<file path="config.mk">
export PLATFORM = sky130hd
export DESIGN_NAME = kfl_lerp
export DESIGN_NICKNAME = d
export VERILOG_FILES = /design/src/hdl/kfl_lerp.sv
export SDC_FILE = /design/constraint.sdc
export NUM_CORES = 2
export LEC_CHECK = 0
export CAP_MARGIN = 20
export CORE_ASPECT_RATIO = 1.25
export CORE_MARGIN = 2
export CORE_UTILIZATION = 35
export DETAILED_ROUTE_END_ITERATION = 10
export DONT_BUFFER_PORTS = 1
export SETUP_SLACK_MARGIN = 0.2
export SLEW_MARGIN = 30
export SYNTH_ARGS = -nofsm -noshare
export SYNTH_HDL_FRONTEND = slang
export SYNTH_SLANG_ARGS = --single-unit
</file>
<file path="constraint.sdc">
create_clock -name clk_i -period 8.9 [get_ports clk_i]
set_input_delay 1.335 -clock clk_i [delete_from_list [all_inputs] [get_ports clk_i]]
set_output_delay 1.335 -clock clk_i [all_outputs]
set_load 0.005 [all_outputs]
</file>
<file path="src/hdl/kfl_lerp.sv">
// Per-component interpolation: partial products, floor shift, add and saturate.
`timescale 1ns / 1ps
module kfl_lerp (
  input  logic        clk_i,
  input  logic        rst_ni,
  input  logic        start_i,
  input  logic signed [63:0] factor_i,
  input  logic signed [31:0] start_val_i,
  input  logic signed [31:0] end_val_i,
  output logic        done_o,
  output logic signed [31:0] result_o
);
  // Factor magnitude is at most 2^49; delta magnitude at most 2^32.
  logic [49:0] a_q;
  logic [32:0] b_q;
  logic        neg_q;
  logic signed [31:0] s_q;
  logic [1:0]  ph_q;
  logic [82:0] acc_q;
  logic [24:0] a_part;
  logic [57:0] pp;
  logic signed [32:0] delta;
  logic [63:0] fmag;
  logic [66:0] qv;
  logic [66:0] qr;
  logic signed [42:0] qmag;
  logic signed [42:0] sum;

  assign delta = 33'(end_val_i) - 33'(start_val_i);
  assign fmag  = factor_i[63] ? 64'(-factor_i) : 64'(factor_i);
  assign a_part = a_q[24:0];
  assign pp = a_part * b_q;

  always_ff @(posedge clk_i or negedge rst_ni) begin
    if (!rst_ni) begin
      ph_q   <= '0;
      done_o <= 1'b0;
    end else begin
      done_o <= 1'b0;
      if (start_i) begin
        ph_q <= 2'd1;
      end else if (ph_q == 2'd1) begin
        ph_q <= 2'd2;
      end else if (ph_q == 2'd2) begin
        ph_q <= 2'd3;
      end else if (ph_q == 2'd3) begin
        ph_q   <= 2'd0;
        done_o <= 1'b1;
      end
    end
  end

  always_ff @(posedge clk_i) begin
    if (start_i) begin
      a_q   <= fmag[49:0];
      b_q   <= delta[32] ? 33'(-delta) : 33'(delta);
      neg_q <= (factor_i[63] != delta[32]) && (factor_i != 0) && (delta != 0);
      s_q   <= start_val_i;
      acc_q <= '0;
    end else if (ph_q == 2'd1) begin
      acc_q <= 83'(pp);
      a_q   <= {a_q[24:0], a_q[49:25]};
    end else if (ph_q == 2'd2) begin
      acc_q <= acc_q + {pp, 25'h0};
    end else if (ph_q == 2'd3) begin
      result_o <= (|qv[66:40]) ? (neg_q ? 32'sh8000_0000 : 32'sh7fff_ffff)
                : (sum > 43'sd2147483647) ? 32'sh7fff_ffff
                : (sum < -43'sd2147483648) ? 32'sh8000_0000 : sum[31:0];
    end
  end

  // Phase one multiplies the low half (a_q rotated after), phase two the high half.
  assign qv   = acc_q[82:16];
  assign qr   = qv + 67'((neg_q && (acc_q[15:0] != 0)) ? 1 : 0);
  assign qmag = {2'b00, qr[40:0]};
  assign sum  = 43'(s_q) + (neg_q ? -qmag : qmag);
endmodule

</file>
==> results_dict.tcl <==
set metrics [dict create \
    status "finished, violations left" \
    failed_checks "negative setup slack" \
    cts.sinks 234 \
    first_iter_violations 2064 \
    cap_violations 0 \
    timing.fmax_ghz 0.1115 \
    crit_path_max_fanout 7 \
    yosys_register_bits 234 \
    synth-main-ff-cell "edfxtp_1" \
    portBuffers 0 \
    ys_warn_count 0 \
    critPathKind "reg -> reg" \
    clk_path_buf_depth 3 \
    via_count 38473 \
    track_usage_pct 21.39 \
    synthDistinctLibCells 94 \
    worstPathArrival_ns 9.48 \
    fp.dieW_um 329.6 \
    hp-class "in -> async" \
    gr-total-overflow 0 \
    relSlewSlack_pct 34.20 \
    clock-skew-final_ns 0.03777 \
    synth-edff-count 148 \
    finalMaxSlewViolations 0 \
    area_growth_pct 19.78 \
    tightest_slew_ns 0.9799 \
    root_buffer "clkbuf_16" \
    postRouteAntennaNets 0 \
    first_global_vias 40741 \
    worstSkewPairLatency_ns 0.61 \
    cts_max_level 1 \
    wl_met1_um 57230 \
    timing.hold.ws_ns 0.4445 \
    nets 6862 \
    clkSlewWorstSetupHoldPaths_ns 0.06 \
    cts_buffers 28 \
    drive_above_1_share_pct 17.00 \
    cts_tree "done" \
    nFillCells 12822 \
    cp_slowest_cell "fa_1" \
    syn_nets 6520 \
    dieArea_um2 135500 \
    finalSetupViolCount 8 \
    grt_pass1_wl_um 228000 \
    rows 149 \
    multiInputGateArea_um2 37560 \
    layout.area.seq_um2 6181 \
    critPathTopFamily "adder cells" \
    routed_wl_um 145000 \
    synthCells 5336 \
    place.gp.congestion 0.9359 \
    routed_via_density 5.172 \
    ys_seq_area_share_pct 13.33 \
    tns_ns -0.3179 \
    postCtsHoldBufs 0 \
    crit_path_start_kind "register" \
    critPathCaptureType "register" \
    wl_met2_um 74120 \
    reg2reg_from "a_q[2]$_DFFE_PP_" \
    critPathBufInv 8 \
    core_um2 131800 \
    grt_max_degree 215 \
    io_pins 164 \
    synth_area_um2 46390 \
    antenna_found_initial 9 \
    wl_per_cell_um 19.49 \
    crit_required_ns 9.41 \
    dr.pass1.iters 6 \
    cpPeakStageDelay_ns 0.53 \
    dieHeight_um 411.0 \
    dr_wl_met3_um 6456 \
    rsz0062_at_grt "yes" \
    period_minus_slack_ns 8.969 \
    crit_start "a_q[2]$_DFFE_PP_" \
    routed.top_layer "met5" \
    async_flop_share_pct 1.282 \
    start_util_pct 35.19 \
    dp_hpwl_um 118200 \
    worst_slack_ns -0.06899 \
    drc 0 \
    hold_viol 0 \
    syn_area_per_cell_um2 8.693 \
    cpMostUsedCell "fa_1" \
    fin_crit_sh_pct 100.8 \
]
## layout by cell type, fill, tap and decap left out, drive strengths merged, types with 17 or more instances in the layout
| cell type | netlist | routed |
|---|---|---|
| or3 | 31 | 31 |
| clkbuf | 245 | 34 |
| o21a | 32 | 32 |
| nor3 | 68 | 68 |
| fa | 713 | 713 |
| and3 | 30 | 30 |
| ha | 340 | 340 |
| o211ai | 17 | 17 |
| mux2i | 49 | 49 |
| a31oi | 35 | 36 |
| nor2 | 245 | 245 |
| and2 | 397 | 397 |
| a211oi | 44 | 44 |
| nand2 | 632 | 632 |
| nand4 | 41 | 41 |
| o21bai | 30 | 30 |
| a21o | 140 | 140 |
| nand3 | 78 | 78 |
| o21ai | 143 | 143 |
| xnor2 | 198 | 198 |
| nor4 | 32 | 32 |
| buf | 23 | 575 |
| nor2b | 25 | 25 |
| edfxtp | 148 | 148 |
| nand2b | 23 | 23 |
| dfxtp | 83 | 83 |
| xor2 | 131 | 131 |
| o31ai | 30 | 30 |
| inv | 877 | 882 |
| a21oi | 240 | 240 |
## area by class of cell
class	count	area share, %
Antenna cell	3	0.01351
Clock buffer	30	1.293
Clock inverter	22	0.4256
Inverter	879	5.938
Multi-Input combinational cell	3956	67.60
Sequential cell	234	11.12
Tap cell	1736	3.909
Timing Repair Buffer	579	9.701
## synthesized netlist by cell type (17+ instances only)
library cell	instances	share of area, %
xnor2_1	198	3.7
nand2b_1	23	0.31
dfxtp_1	83	3.6
inv_1	877	7.1
fa_1	713	31
nand3_1	78	0.84
o31ai_1	29	0.47
nor2_1	244	2.0
clkbuf_1	243	2.0
a31oi_1	34	0.46
and2_1	395	5.3
nand2_1	631	5.1
o211ai_1	17	0.28
a211oi_1	44	0.71
a21oi_1	239	2.6
o21bai_1	30	0.49
or3_1	28	0.38
nor4_1	28	0.38
and3_1	30	0.40
nand4_1	39	0.53
nor3_1	68	0.73
nor2b_1	25	0.34
o21a_1	32	0.52
xor2_1	131	2.5
ha_1	340	9.2
o21ai_0	140	1.5
a21o_1	140	2.3
mux2i_1	49	1.1
edfxtp_1	148	9.6
## layer usage
| layer | vias to the layer above | track usage (%) |
|---|---|---|
| met2 | 1015 | 38.88 |
| met5 | - | 0 |
| met3 | 310 | 2.082 |
| met4 | 4 | 8.425 |
| li1 | 17845 | - |
| met1 | 19299 | 25.79 |
## worst paths after layout
kind                                          end  slack, ns  cells after the start
max                        acc_q[82]$_SDFFE_PP0P_      -0.07                     37
max reg2reg                acc_q[82]$_SDFFE_PP0P_      -0.07                     37
min                              done_o$_DFF_PN0_       0.44                      0
max in group asynchronous     ph_q[0]$_DFFE_PN0P_       8.38                      0
min in group clk_i          acc_q[4]$_SDFFE_PP0P_       0.50                      2
min reg2reg                 acc_q[4]$_SDFFE_PP0P_       0.50                      2
## per-stage QoR
| step | setup slack (ns) | util [%] | area [µm²] | instances |
|---|---|---|---|---|
| 5_1_grt | -0.4235 | 42.15 | 55550 | 7436 |
| 4_1_cts | -0.07559 | 40.98 | 54020 | 7387 |
| 3_3_place_gp | -0.9453 | 39.31 | 51810 | 7278 |
| 3_5_place_dp | -0.8201 | 39.32 | 51830 | 7279 |
| 2_1_floorplan | 0.2002 | - | 46580 | 5336 |
| 6_report | -0.06899 | 42.15 | 55560 | 7439 |
## cell families (layout without fill, tap and decap cells)
logic type / count (synthesis) / in the layout / synth area share [%]
and+or+nand+nor: 1666 / 1666 / 17.78
AOI/OAI and AO/OA: 843 / 844 / 11.94
adders and majority gates: 1053 / 1053 / 39.94
xor gates and xnor gates: 329 / 329 / 6.212
DFF: 234 / 234 / 13.33
buffers and inverters: 1147 / 1510 / 9.381
other: 0 / 3 / 0
muxes: 64 / 64 / 1.422
## worst register-to-register path, delay by kind of cell, from the launching register on
family / cells / cell delay [ns]
adders and majority gates: 9 / 4.00
AOI/OAI and AO/OA: 17 / 3.13
buffers and inverters: 8 / 0.84
DFF: 1 / 0.45
and+or+nand+nor: 2 / 0.27
xor gates and xnor gates: 1 / 0.21
## what timing repair did
action                                  4_1_cts  5_1_grt
setup buffers                                52       45
endpoints found under the setup margin       59       70
pin swaps                                   136      178
resized for setup                           165      225
hold endpoints to repair                      0        0
gates cloned                                  4        4
## flip-flops by register name, summed over array words and instances (netlist names)
signal	flops
acc_q	83
a_q	50
b_q	33
result_o	32
s_q	32
ph_q	2
done_o	1
neg_q	1
Power is left out: the tool's default activity adds up to more than one toggle a clock period on the data nets, which glitch-free logic cannot reach.
