File: config.mk
export PLATFORM = sky130hd
export DESIGN_NAME = kfl_div
export DESIGN_NICKNAME = d
export VERILOG_FILES = /design/src/hdl/kfl_pkg.sv /design/src/hdl/kfl_div.sv
export SDC_FILE = /design/constraint.sdc
export NUM_CORES = 1
export LEC_CHECK = 0
export CAP_MARGIN = 20
export CORE_ASPECT_RATIO = 1.25
export CORE_UTILIZATION = 65
export CTS_CLUSTER_DIAMETER = 50
export DETAILED_ROUTE_END_ITERATION = 8
export DONT_BUFFER_PORTS = 1
export PLACE_DENSITY_LB_ADDON = 0.3
export SYNTH_ARGS = -nofsm -noshare
export SYNTH_HDL_FRONTEND = slang
export SYNTH_SLANG_ARGS = --single-unit
File: constraint.sdc
create_clock -name clk_i -period 11.1 [get_ports clk_i]
set_input_delay 2.22 -clock clk_i [delete_from_list [all_inputs] [get_ports clk_i]]
set_output_delay 2.22 -clock clk_i [all_outputs]
set_load 0.05 [all_outputs]
File: src/hdl/kfl_pkg.sv
// Package with shared types and constants for the keyframe interpolation unit.
`timescale 1ns / 1ps
package kfl_pkg;
  localparam int unsigned MaxKeysDefault = 64;
  localparam int unsigned TimeW = 32;
  localparam int unsigned ValW = 32;
  localparam int unsigned CountW = 7;

  typedef enum logic [3:0] {
    StIdle,
    StScan,
    StScanWait,
    StLoadA,
    StLoadB,
    StLoadWait,
    StDiv,
    StMul,
    StMulWait,
    StDone
  } state_e;

  // Request to the divider.
  typedef struct packed {
    logic        start;
    logic [33:0] num_mag;
    logic        num_neg;
    logic [32:0] den_mag;
    logic        den_neg;
  } div_req_t;

  typedef struct packed {
    logic        busy;
    logic        done;
    logic signed [63:0] quot;
  } div_rsp_t;
endpackage

File: src/hdl/kfl_div.sv
// Restoring serial divider producing a signed 64-bit quotient truncated toward zero.
`timescale 1ns / 1ps
module kfl_div (
  input  logic              clk_i,
  input  logic              rst_ni,
  input  kfl_pkg::div_req_t req_i,
  output kfl_pkg::div_rsp_t rsp_o
);
  // Numerator magnitude times 65536 fits in 50 bits.
  logic [49:0] quo_q, quo_d;
  logic [33:0] rem_q, rem_d;
  logic [32:0] den_q;
  logic        neg_q, busy_q, busy_d, done_q;
  logic [5:0]  cnt_q, cnt_d;
  logic [33:0] trial;
  logic [34:0] diff;

  always_comb begin
    trial  = {rem_q[32:0], quo_q[49]};
    diff   = {1'b0, trial} - {2'b00, den_q};
    quo_d  = quo_q;
    rem_d  = rem_q;
    cnt_d  = cnt_q;
    busy_d = busy_q;
    if (busy_q) begin
      if (!diff[34]) begin
        rem_d = diff[33:0];
        quo_d = {quo_q[48:0], 1'b1};
      end else begin
        rem_d = trial;
        quo_d = {quo_q[48:0], 1'b0};
      end
      cnt_d = cnt_q - 6'd1;
      if (cnt_q == 6'd1) begin
        busy_d = 1'b0;
      end
    end
  end

  always_ff @(posedge clk_i or negedge rst_ni) begin
    if (!rst_ni) begin
      busy_q <= 1'b0;
      done_q <= 1'b0;
      cnt_q  <= '0;
    end else begin
      done_q <= busy_q && !busy_d;
      if (req_i.start) begin
        busy_q <= 1'b1;
        cnt_q  <= 6'd50;
      end else begin
        busy_q <= busy_d;
        cnt_q  <= cnt_d;
      end
    end
  end

  always_ff @(posedge clk_i) begin
    if (req_i.start) begin
      quo_q <= {req_i.num_mag[33:0], 16'h0};
      rem_q <= '0;
      den_q <= req_i.den_mag;
      neg_q <= req_i.num_neg ^ req_i.den_neg;
    end else begin
      quo_q <= quo_d;
      rem_q <= rem_d;
    end
  end

  assign rsp_o.busy = busy_q;
  assign rsp_o.done = done_q;
  assign rsp_o.quot = neg_q ? -$signed({14'h0, quo_q}) : $signed({14'h0, quo_q});
endmodule

==> results of run 1 <==
==> placed cells by master, fill, tap and decap left out, drive strengths merged, types with 10 or more instances in the layout <==
cell type,count
o31ai,17
a21oi,38
a22o,33
mux2i,40
o21a,10
o21ai,49
clkbuf,17
ha,36
xnor2,70
or4,10
a211oi,19
o31a,10
nand2b,10
dfxtp,49
nor2,66
nand4,10
edfxtp,68
or3,12
inv,52
xor2,11
nand2,59
==> cell type report <==
type / instances / area (um^2) / share of cell area, %
inverters: 51 / 191 / 2.25
flip-flops and latches: 125 / 3220 / 37.9
multi-input cells: 596 / 4250 / 49.9
well taps: 161 / 201 / 2.37
clock buffers: 17 / 425 / 5.00
clock inverters: 15 / 170 / 2.00
repair buffers: 7 / 52.6 / 0.617
==> through the flow <==
stage / setup slack, ns / total power, mW / instances / instance area (um^2)
6_report: 4.58 / 2.22 / 972 / 8510
5_1_grt: 4.46 / 2.34 / 972 / 8510
4_1_cts: 4.56 / 2.22 / 972 / 8510
3_5_place_dp: 5.03 / 1.65 / 940 / 7920
3_3_place_gp: 5.11 / 1.62 / 940 / 7920
2_1_floorplan: 5.36 / 1.48 / 825 / 7880
==> cell usage after synthesis (11+ instances only) <==
master and number:
clkbuf_1 41, mux2i_1 40, a211oi_1 19, dfxtp_1 49
o31ai_1 16, edfxtp_1 68, nand2_1 59, o21ai_0 45
xnor2_1 70, xor2_1 11, inv_1 50, a21oi_1 38
a22o_1 33, nor2_1 66, ha_1 36
==> power by group <==
part	switching, mW	internal (mW)	leakage (nW)	total (mW)
Sequential	0.0748	0.571	1.20	0.645
Combinational	0.660	0.353	1.91	1.01
Clock	0.210	0.352	0.284	0.561
==> final timing paths <==
kind	from	end	slack, ns	depth (start not counted)
max	quo_q[8]	rsp_o[40]	4.58	8
min	rem_q[32]	rem_q[32]	0.48	2
max reg2reg	quo_q[49]	rem_q[3]	7.49	13
min reg2reg	rem_q[32]	rem_q[32]	0.48	2
max in group asynchronous	rst_ni	busy_q	9.54	0
min in group asynchronous	rst_ni	busy_q	1.49	0
==> worst min-delay path, stage by stage, from the launching register on <==
cell      delay (ns)
dfxtp_1         0.31
inv_1           0.05
a221oi_1        0.06
==> layer usage <==
metal | vias up | track usage (%) | routed length, um
li1 | 2967 | - | -
met2 | 247 | 48.7 | 8850
met3 | 38 | 5.37 | 1020
met5 | - | 0 | 0
met4 | 0 | 11.8 | 461
met1 | 2960 | 34.3 | 7510
==> flip-flops by register name (all words and copies together) (netlist names) <==
register	flops
quo_q	50
den_q	33
rem_q	33
cnt_q	6
busy_q	1
done_q	1
neg_q	1
==> cells by family (layout without fill, tap and decap cells) <==
| family | Yosys count | count (layout) | share of synthesized area [%] |
|---|---|---|---|
| fa+ha+maj | 37 | 37 | 5.97 |
| buf+inv | 104 | 90 | 5.40 |
| simple gates | 206 | 206 | 12.7 |
| compound gates | 231 | 231 | 20.8 |
| xor+xnor | 81 | 81 | 9.00 |
| flops | 125 | 125 | 40.9 |
| mux | 41 | 41 | 5.22 |
==> flow_metrics.tcl, run 1 <==
set metrics [dict create \
    status "finished, final reports clean" \
    die-area_um2 12600 \
    vias_per_cell 6.39 \
    cts_root_buf "clkbuf_16" \
    crit_family "simple AND/OR/NAND/NOR gates" \
    maxCapViolCount 0 \
    holdWs_ns 0.477 \
    netlist_top_cells_area "edfxtp_1, dfxtp_1, xnor2_1, ha_1, mux2i_1" \
    nets 907 \
    critPathLaunchType "flop" \
    io_pins 138 \
    hold_viol 0 \
    ant_nets 0 \
    period_needed_ns 6.52 \
    synth_top_area_cell "edfxtp_1" \
    cts_buffers 17 \
    netlist_instances 825 \
    wire_per_inst_um 18.4 \
    path_buf_inv 0 \
    rsz0062_at_grt "no" \
    crit_path_end_kind "output pin" \
    area_growth_pct 8.00 \
    drc 0 \
    cts_resized 0 \
    critical_path_class "flop to output pin" \
    tightestPinTransition_ns 1.20 \
    ys_async_sr_fraction_pct 6.40 \
    hold_class "flop to flop" \
    ys_ff_latch 125 \
    ir_drop_mv 0.137 \
    synth.top_cell.area_share_pct 25.9 \
    n_antenna_cell 0 \
    tritoncts "done" \
    fmax_mhz 153 \
    worstPathMaxFanout 14 \
    die_h_um 125 \
    core_region_area_um2 11700 \
    syn_area_um2 7880 \
    setup_viol 0 \
    track_usage_pct 28.3 \
    synth.net_count 934 \
    crit_chain "or4_4, or3_1, or2_1, or3_4, or3_4, or3_1, o31ai_1, xnor2_1" \
    grt_pass1_wl_um 27900 \
    num_rows 44 \
    htree_levels 4 \
    post_cts_buffers 0 \
    grt.overflow.total 0 \
    dp_hpwl_um 12200 \
    synth_cell_types 65 \
    grt_pass1_vias 5914 \
    final.setup_skew_ns 0.0109 \
    drv_slew 0 \
    dr.pass1.iters 5 \
    slowest_delay_ns 0.60 \
    port_buffers 0 \
    globalplace.congestion 0.902 \
    cellPowerDensity_nw_per_um2 261 \
    path_clk_slew_ns 0.06 \
    final_core_util_pct 72.6 \
    antenna_found_initial 0 \
    grt_max_degree 120 \
    slew-limit-headroom_pct 19.7 \
    clk_latency_ns 0.42 \
    start_util_pct 67.2 \
    crit_slowest_cell "or3_1" \
    drt-initial-drc-count 340 \
    fp.dieW_um 101 \
    critPathArrivalTime_ns 4.30 \
    synth_edf_count 68 \
    cp.required_ns 8.88 \
    tns_ns 0 \
    cts_buffer_depth 2 \
    fillCellCount 873 \
    p_leak_nw 3.39 \
    avgSynthCellArea_um2 9.56 \
    fin_crit_sh_pct 58.8 \
    ctsHoldBuffers 0 \
    synth_flop_cell "edfxtp_1" \
    num_vias 6212 \
    ys_warn_count 0 \
    ys_seq_area_share_pct 40.9 \
    drive_above_1_share_pct 6.78 \
    cts_sinks 125 \
    routed_wl_um 17800 \
]
Note: power is estimated with default switching activity, not from simulation.
==> run 2, diff against run 1 <==
--- a/config.mk
+++ b/config.mk
@@ -7,7 +7,7 @@
 export LEC_CHECK = 0
 export CAP_MARGIN = 20
 export CORE_ASPECT_RATIO = 1.25
-export CORE_UTILIZATION = 65
+export CORE_UTILIZATION = 58
 export CTS_CLUSTER_DIAMETER = 50
 export DETAILED_ROUTE_END_ITERATION = 8
 export DONT_BUFFER_PORTS = 1
==> constraint.sdc (replaced) <==
create_clock -name clk_i -period 6 [get_ports clk_i]
set_input_delay 1.2 -clock clk_i [delete_from_list [all_inputs] [get_ports clk_i]]
set_output_delay 1.2 -clock clk_i [all_outputs]
set_load 0.05 [all_outputs]
==> flow_metrics.tcl, run 2 (same netlist as run 1, synthesis figures left out) <==
set metrics [dict create \
    rsz0062_at_grt "no" \
    ant_nets 0 \
    layout_common_cells "xnor2_1, edfxtp_1, nor2_1" \
    drive_above_1_share_pct 6.99 \
    grt.overflow.total 0 \
    crit_path_end_kind "output pin" \
    cp.required_ns 4.80 \
    largest_reg_flops 50 \
    fmax_mhz 182 \
    ctsHoldBuffers 0 \
    cts_resized 0 \
    dp_hpwl_um 12300 \
    critical_path_class "flop to output pin" \
    maxCapViolCount 0 \
    cts_sinks 125 \
    core_region_area_um2 13200 \
    ir_drop_mv 0.263 \
    critPathArrivalTime_ns 4.29 \
    cts_buffer_depth 2 \
    crit_chain "or4_4, or3_1, or2_1, or3_4, or3_4, or3_1, o41ai_4, xnor2_1" \
    final.setup_skew_ns 0.0125 \
    post_cts_buffers 0 \
    hold_viol 0 \
    fin_crit_sh_pct 91.5 \
    setup_viol 0 \
    cellPowerDensity_nw_per_um2 468 \
    path_buf_inv 0 \
    wire_per_inst_um 17.9 \
    tightestPinTransition_ns 1.21 \
    drv_slew 0 \
    io_pins 138 \
    vias_per_cell 6.17 \
    track_usage_pct 25.2 \
    status "finished, final reports clean" \
    start_util_pct 59.6 \
    reg_top3 "quo_q: 50 flops, den_q: 33 flops, rem_q: 33 flops" \
    slowest_delay_ns 0.61 \
    cts_root_buf "clkbuf_16" \
    nets 912 \
    tritoncts "done" \
    cts_buffers 17 \
    critPathLaunchType "flop" \
    layout_commonest_cell "xnor2_1" \
    n_antenna_cell 0 \
    num_rows 47 \
    clk_latency_ns 0.42 \
    drt-initial-drc-count 353 \
    grt_max_degree 120 \
    worstPathMaxFanout 14 \
    final_core_util_pct 64.1 \
    path_clk_slew_ns 0.06 \
    r2r_slack_ns 2.42 \
    grt_pass1_wl_um 27900 \
    dr.pass1.iters 5 \
    routed_wl_um 17700 \
    fp.dieW_um 106 \
    num_vias 6090 \
    hold_class "input pin to asynchronous set/reset pin" \
    slew-limit-headroom_pct 18.8 \
    htree_levels 4 \
    antenna_found_initial 0 \
    die_h_um 132 \
    holdWs_ns 0.466 \
    crit_slowest_cell "or3_1" \
    grt_pass1_vias 5695 \
    globalplace.congestion 0.883 \
    port_buffers 0 \
    tns_ns 0 \
    regMostFlops "quo_q" \
    area_growth_pct 7.62 \
    die-area_um2 14100 \
    drc 0 \
    period_needed_ns 5.49 \
    p_leak_nw 3.39 \
    crit_family "simple AND/OR/NAND/NOR gates" \
]
==> run 2: path summary, 6_finish.rpt <==
check,start,depth (start not counted),endpoint
worst max-delay path,quo_q[9],8,rsp_o[46]
worst min-delay path,rst_ni,0,cnt_q[5]
worst max register to register,quo_q[49],13,rem_q[3]
worst min register to register,rem_q[32],2,rem_q[32]
max in group asynchronous,rst_ni,0,busy_q
min in group clk_i,rem_q[32],2,rem_q[32]
==> run 2: per-stage QoR <==
step	total power, mW	std cells	setup WS, ns	instance area (um^2)
after CTS	3.98	987	0.520	8480
after global placement	3.03	955	1.04	7970
final	3.97	987	0.511	8480
after floorplan	2.74	825	1.28	7880
after global routing	4.20	987	0.398	8480
after detailed placement	3.07	955	0.976	7970
==> run 2: area by class of cell <==
class	count	area, um^2
inverters	51	191
multi-input cells	596	4250
well taps	171	214
clock buffers	24	472
repair buffers	12	90.1
flip-flops and latches	125	3220
fillers	1075	4750
clock inverters	8	43.8
==> run 2: power breakdown <==
group / total, mW / switching, mW / leakage, nW / internal (mW)
registers: 1.20 / 0.143 / 1.20 / 1.06
logic: 1.87 / 1.20 / 1.94 / 0.668
clock network: 0.896 / 0.352 / 0.258 / 0.544
total: 3.97 / 1.70 / 3.39 / 2.27
==> run 2: layer usage <==
metal  up-vias  track usage [%]  share of wire [%]  wire [um]
met5         -                0                  0          0
met4         0             9.49                2.3        407
met3        34             5.88                5.6        988
met2       202             42.7                 49       8640
met1      2879             31.0                 43       7610
li1       2975                -                  -          -
==> run 2: worst register-to-register path, delay by kind of cell, from the launching register on <==
family                     cells  cell delay (ns)
DFF                            1             0.47
AOI/OAI and AO/OA              5             1.41
and+or+nand+nor                2             0.33
muxes                          1             0.21
buffers and inverters          3             0.48
adders and majority gates      2             0.59
==> run 3, diff against run 2 <==
--- a/config.mk
+++ b/config.mk
@@ -6,11 +6,14 @@
 export NUM_CORES = 1
 export LEC_CHECK = 0
 export CAP_MARGIN = 20
+export CELL_PAD_IN_SITES_DETAIL_PLACEMENT = 0
+export CELL_PAD_IN_SITES_GLOBAL_PLACEMENT = 1
 export CORE_ASPECT_RATIO = 1.25
-export CORE_UTILIZATION = 58
+export CORE_UTILIZATION = 45
 export CTS_CLUSTER_DIAMETER = 50
 export DETAILED_ROUTE_END_ITERATION = 8
 export DONT_BUFFER_PORTS = 1
+export MAX_ROUTING_LAYER = met4
 export PLACE_DENSITY_LB_ADDON = 0.3
 export SYNTH_ARGS = -nofsm -noshare
 export SYNTH_HDL_FRONTEND = slang
==> flow_metrics.tcl, run 3 (same netlist as run 1, synthesis figures left out) <==
set metrics [dict create \
    dp_hpwl_um 12900 \
    grt_pass1_vias 5892 \
    status "finished, final reports clean" \
    htree_levels 4 \
    die-area_um2 18100 \
    drt-initial-drc-count 283 \
    num_vias 6000 \
    drc 0 \
    port_buffers 0 \
    cellPowerDensity_nw_per_um2 474 \
    track_usage_pct 21.2 \
    globalplace.congestion 0.870 \
    drv_slew 0 \
    power.total_mw 4.10 \
    clk_latency_ns 0.42 \
    place_ws_ns 0.953 \
    critPathLaunchType "flop" \
    timing.final.ws_setup_ns 0.518 \
    tightestPinTransition_ns 1.21 \
    tns_ns 0 \
    final.setup_skew_ns 0.00838 \
    reg_top3 "quo_q: 50 flops, den_q: 33 flops, rem_q: 33 flops" \
    cp.required_ns 4.80 \
    p_leak_nw 3.43 \
    nets 912 \
    fmax_mhz 182 \
    area.sequential_um2 3220 \
    fillCellCount 1560 \
    routed_wl_um 18200 \
    layout_common_cells "xnor2_1, edfxtp_1, nor2_1" \
    hold_viol 0 \
    ant_nets 0 \
    fin_crit_sh_pct 91.4 \
    critical_path_class "flop to output pin" \
    wire_per_inst_um 17.6 \
    n_antenna_cell 0 \
    cts_buffers 17 \
    setup_viol 0 \
    rsz0062_at_grt "no" \
    tritoncts "done" \
    layout_commonest_cell "xnor2_1" \
    cts_buffer_depth 2 \
    cts_root_buf "clkbuf_16" \
    cts_sinks 125 \
    period_needed_ns 5.48 \
    largest_reg_flops 50 \
    holdWs_ns 0.472 \
    ctsHoldBuffers 0 \
    post_cts_buffers 0 \
    grt_pass1_wl_um 29100 \
    core_region_area_um2 17000 \
    vias_per_cell 5.79 \
    grt_max_degree 120 \
    die_h_um 150 \
    hold_class "input pin to asynchronous set/reset pin" \
    antenna_found_initial 0 \
    multi_input_area_um2 4250 \
    path_clk_slew_ns 0.06 \
    critPathArrivalTime_ns 4.28 \
    grt.overflow.total 0 \
    area_growth_pct 9.73 \
    crit_path_end_kind "output pin" \
    start_util_pct 46.4 \
    drive_above_1_share_pct 7.35 \
    num_rows 53 \
    io_pins 138 \
    fp.dieW_um 120 \
    dr.pass1.iters 4 \
    regMostFlops "quo_q" \
    slew-limit-headroom_pct 18.5 \
    worstPathMaxFanout 14 \
    maxCapViolCount 0 \
    ir_drop_mv 0.210 \
    final_core_util_pct 51.0 \
    cts_resized 0 \
]
run 3: changes by cell type in the layout (fill, tap and decap cells not counted), sizes merged:
cell    previous run  this run
clkinv             7         6
bufinv             0         1
run 3: area by class of cell:
cell class,instances,area share (%)
flip-flops and latches,125,37.3
clock inverters,8,0.882
repair buffers,12,1.27
inverters,51,2.21
multi-input cells,596,49.1
clock buffers,24,6.06
well taps,220,3.18
run 3: path summary, 6_finish.rpt:
check                           startpoint        end  slack [ns]  cells past startpoint
worst max-delay path              quo_q[9]  rsp_o[46]        0.52                      8
worst min-delay path                rst_ni     busy_q        0.47                      0
worst max register to register   quo_q[49]  rem_q[17]        2.26                     13
worst min register to register   rem_q[30]  rem_q[30]        0.48                      2
max in group asynchronous           rst_ni     busy_q        5.45                      0
min in group clk_i               rem_q[30]  rem_q[30]        0.48                      2
run 3: metrics by stage:
stage | std cells | area [um^2]
final | 1036 | 8650
after CTS | 1035 | 8620
after global placement | 1000 | 8000
after detailed placement | 1003 | 8020
after global routing | 1036 | 8650
after floorplan | 825 | 7880
run 3: worst max-delay path, stage by stage (launching register included):
cell	delay, ns
dfxtp_1	0.35
or4_4	0.55
or3_1	0.35
or2_1	0.28
or3_4	0.39
or3_4	0.43
or3_1	0.61
o41ai_4	0.37
xnor2_1	0.52
run 3: routing by layer:
| metal | vias up | global-route usage (%) | share of wire [%] |
|---|---|---|---|
| met4 | 0 | 7.78 | 2.3 |
| met5 | - | - | 0 |
| met1 | 2836 | 23.1 | 42 |
| li1 | 2973 | - | - |
| met2 | 160 | 37.6 | 51 |
| met3 | 31 | 4.65 | 5.0 |
run 3: report_power, final:
part           switching, mW  internal (mW)  total (mW)  leakage, nW
sequential             0.136           1.06        1.19         1.20
clock                  0.378          0.651        1.03        0.297
combinational           1.21          0.672        1.88         1.94
total                   1.72           2.38        4.10         3.43
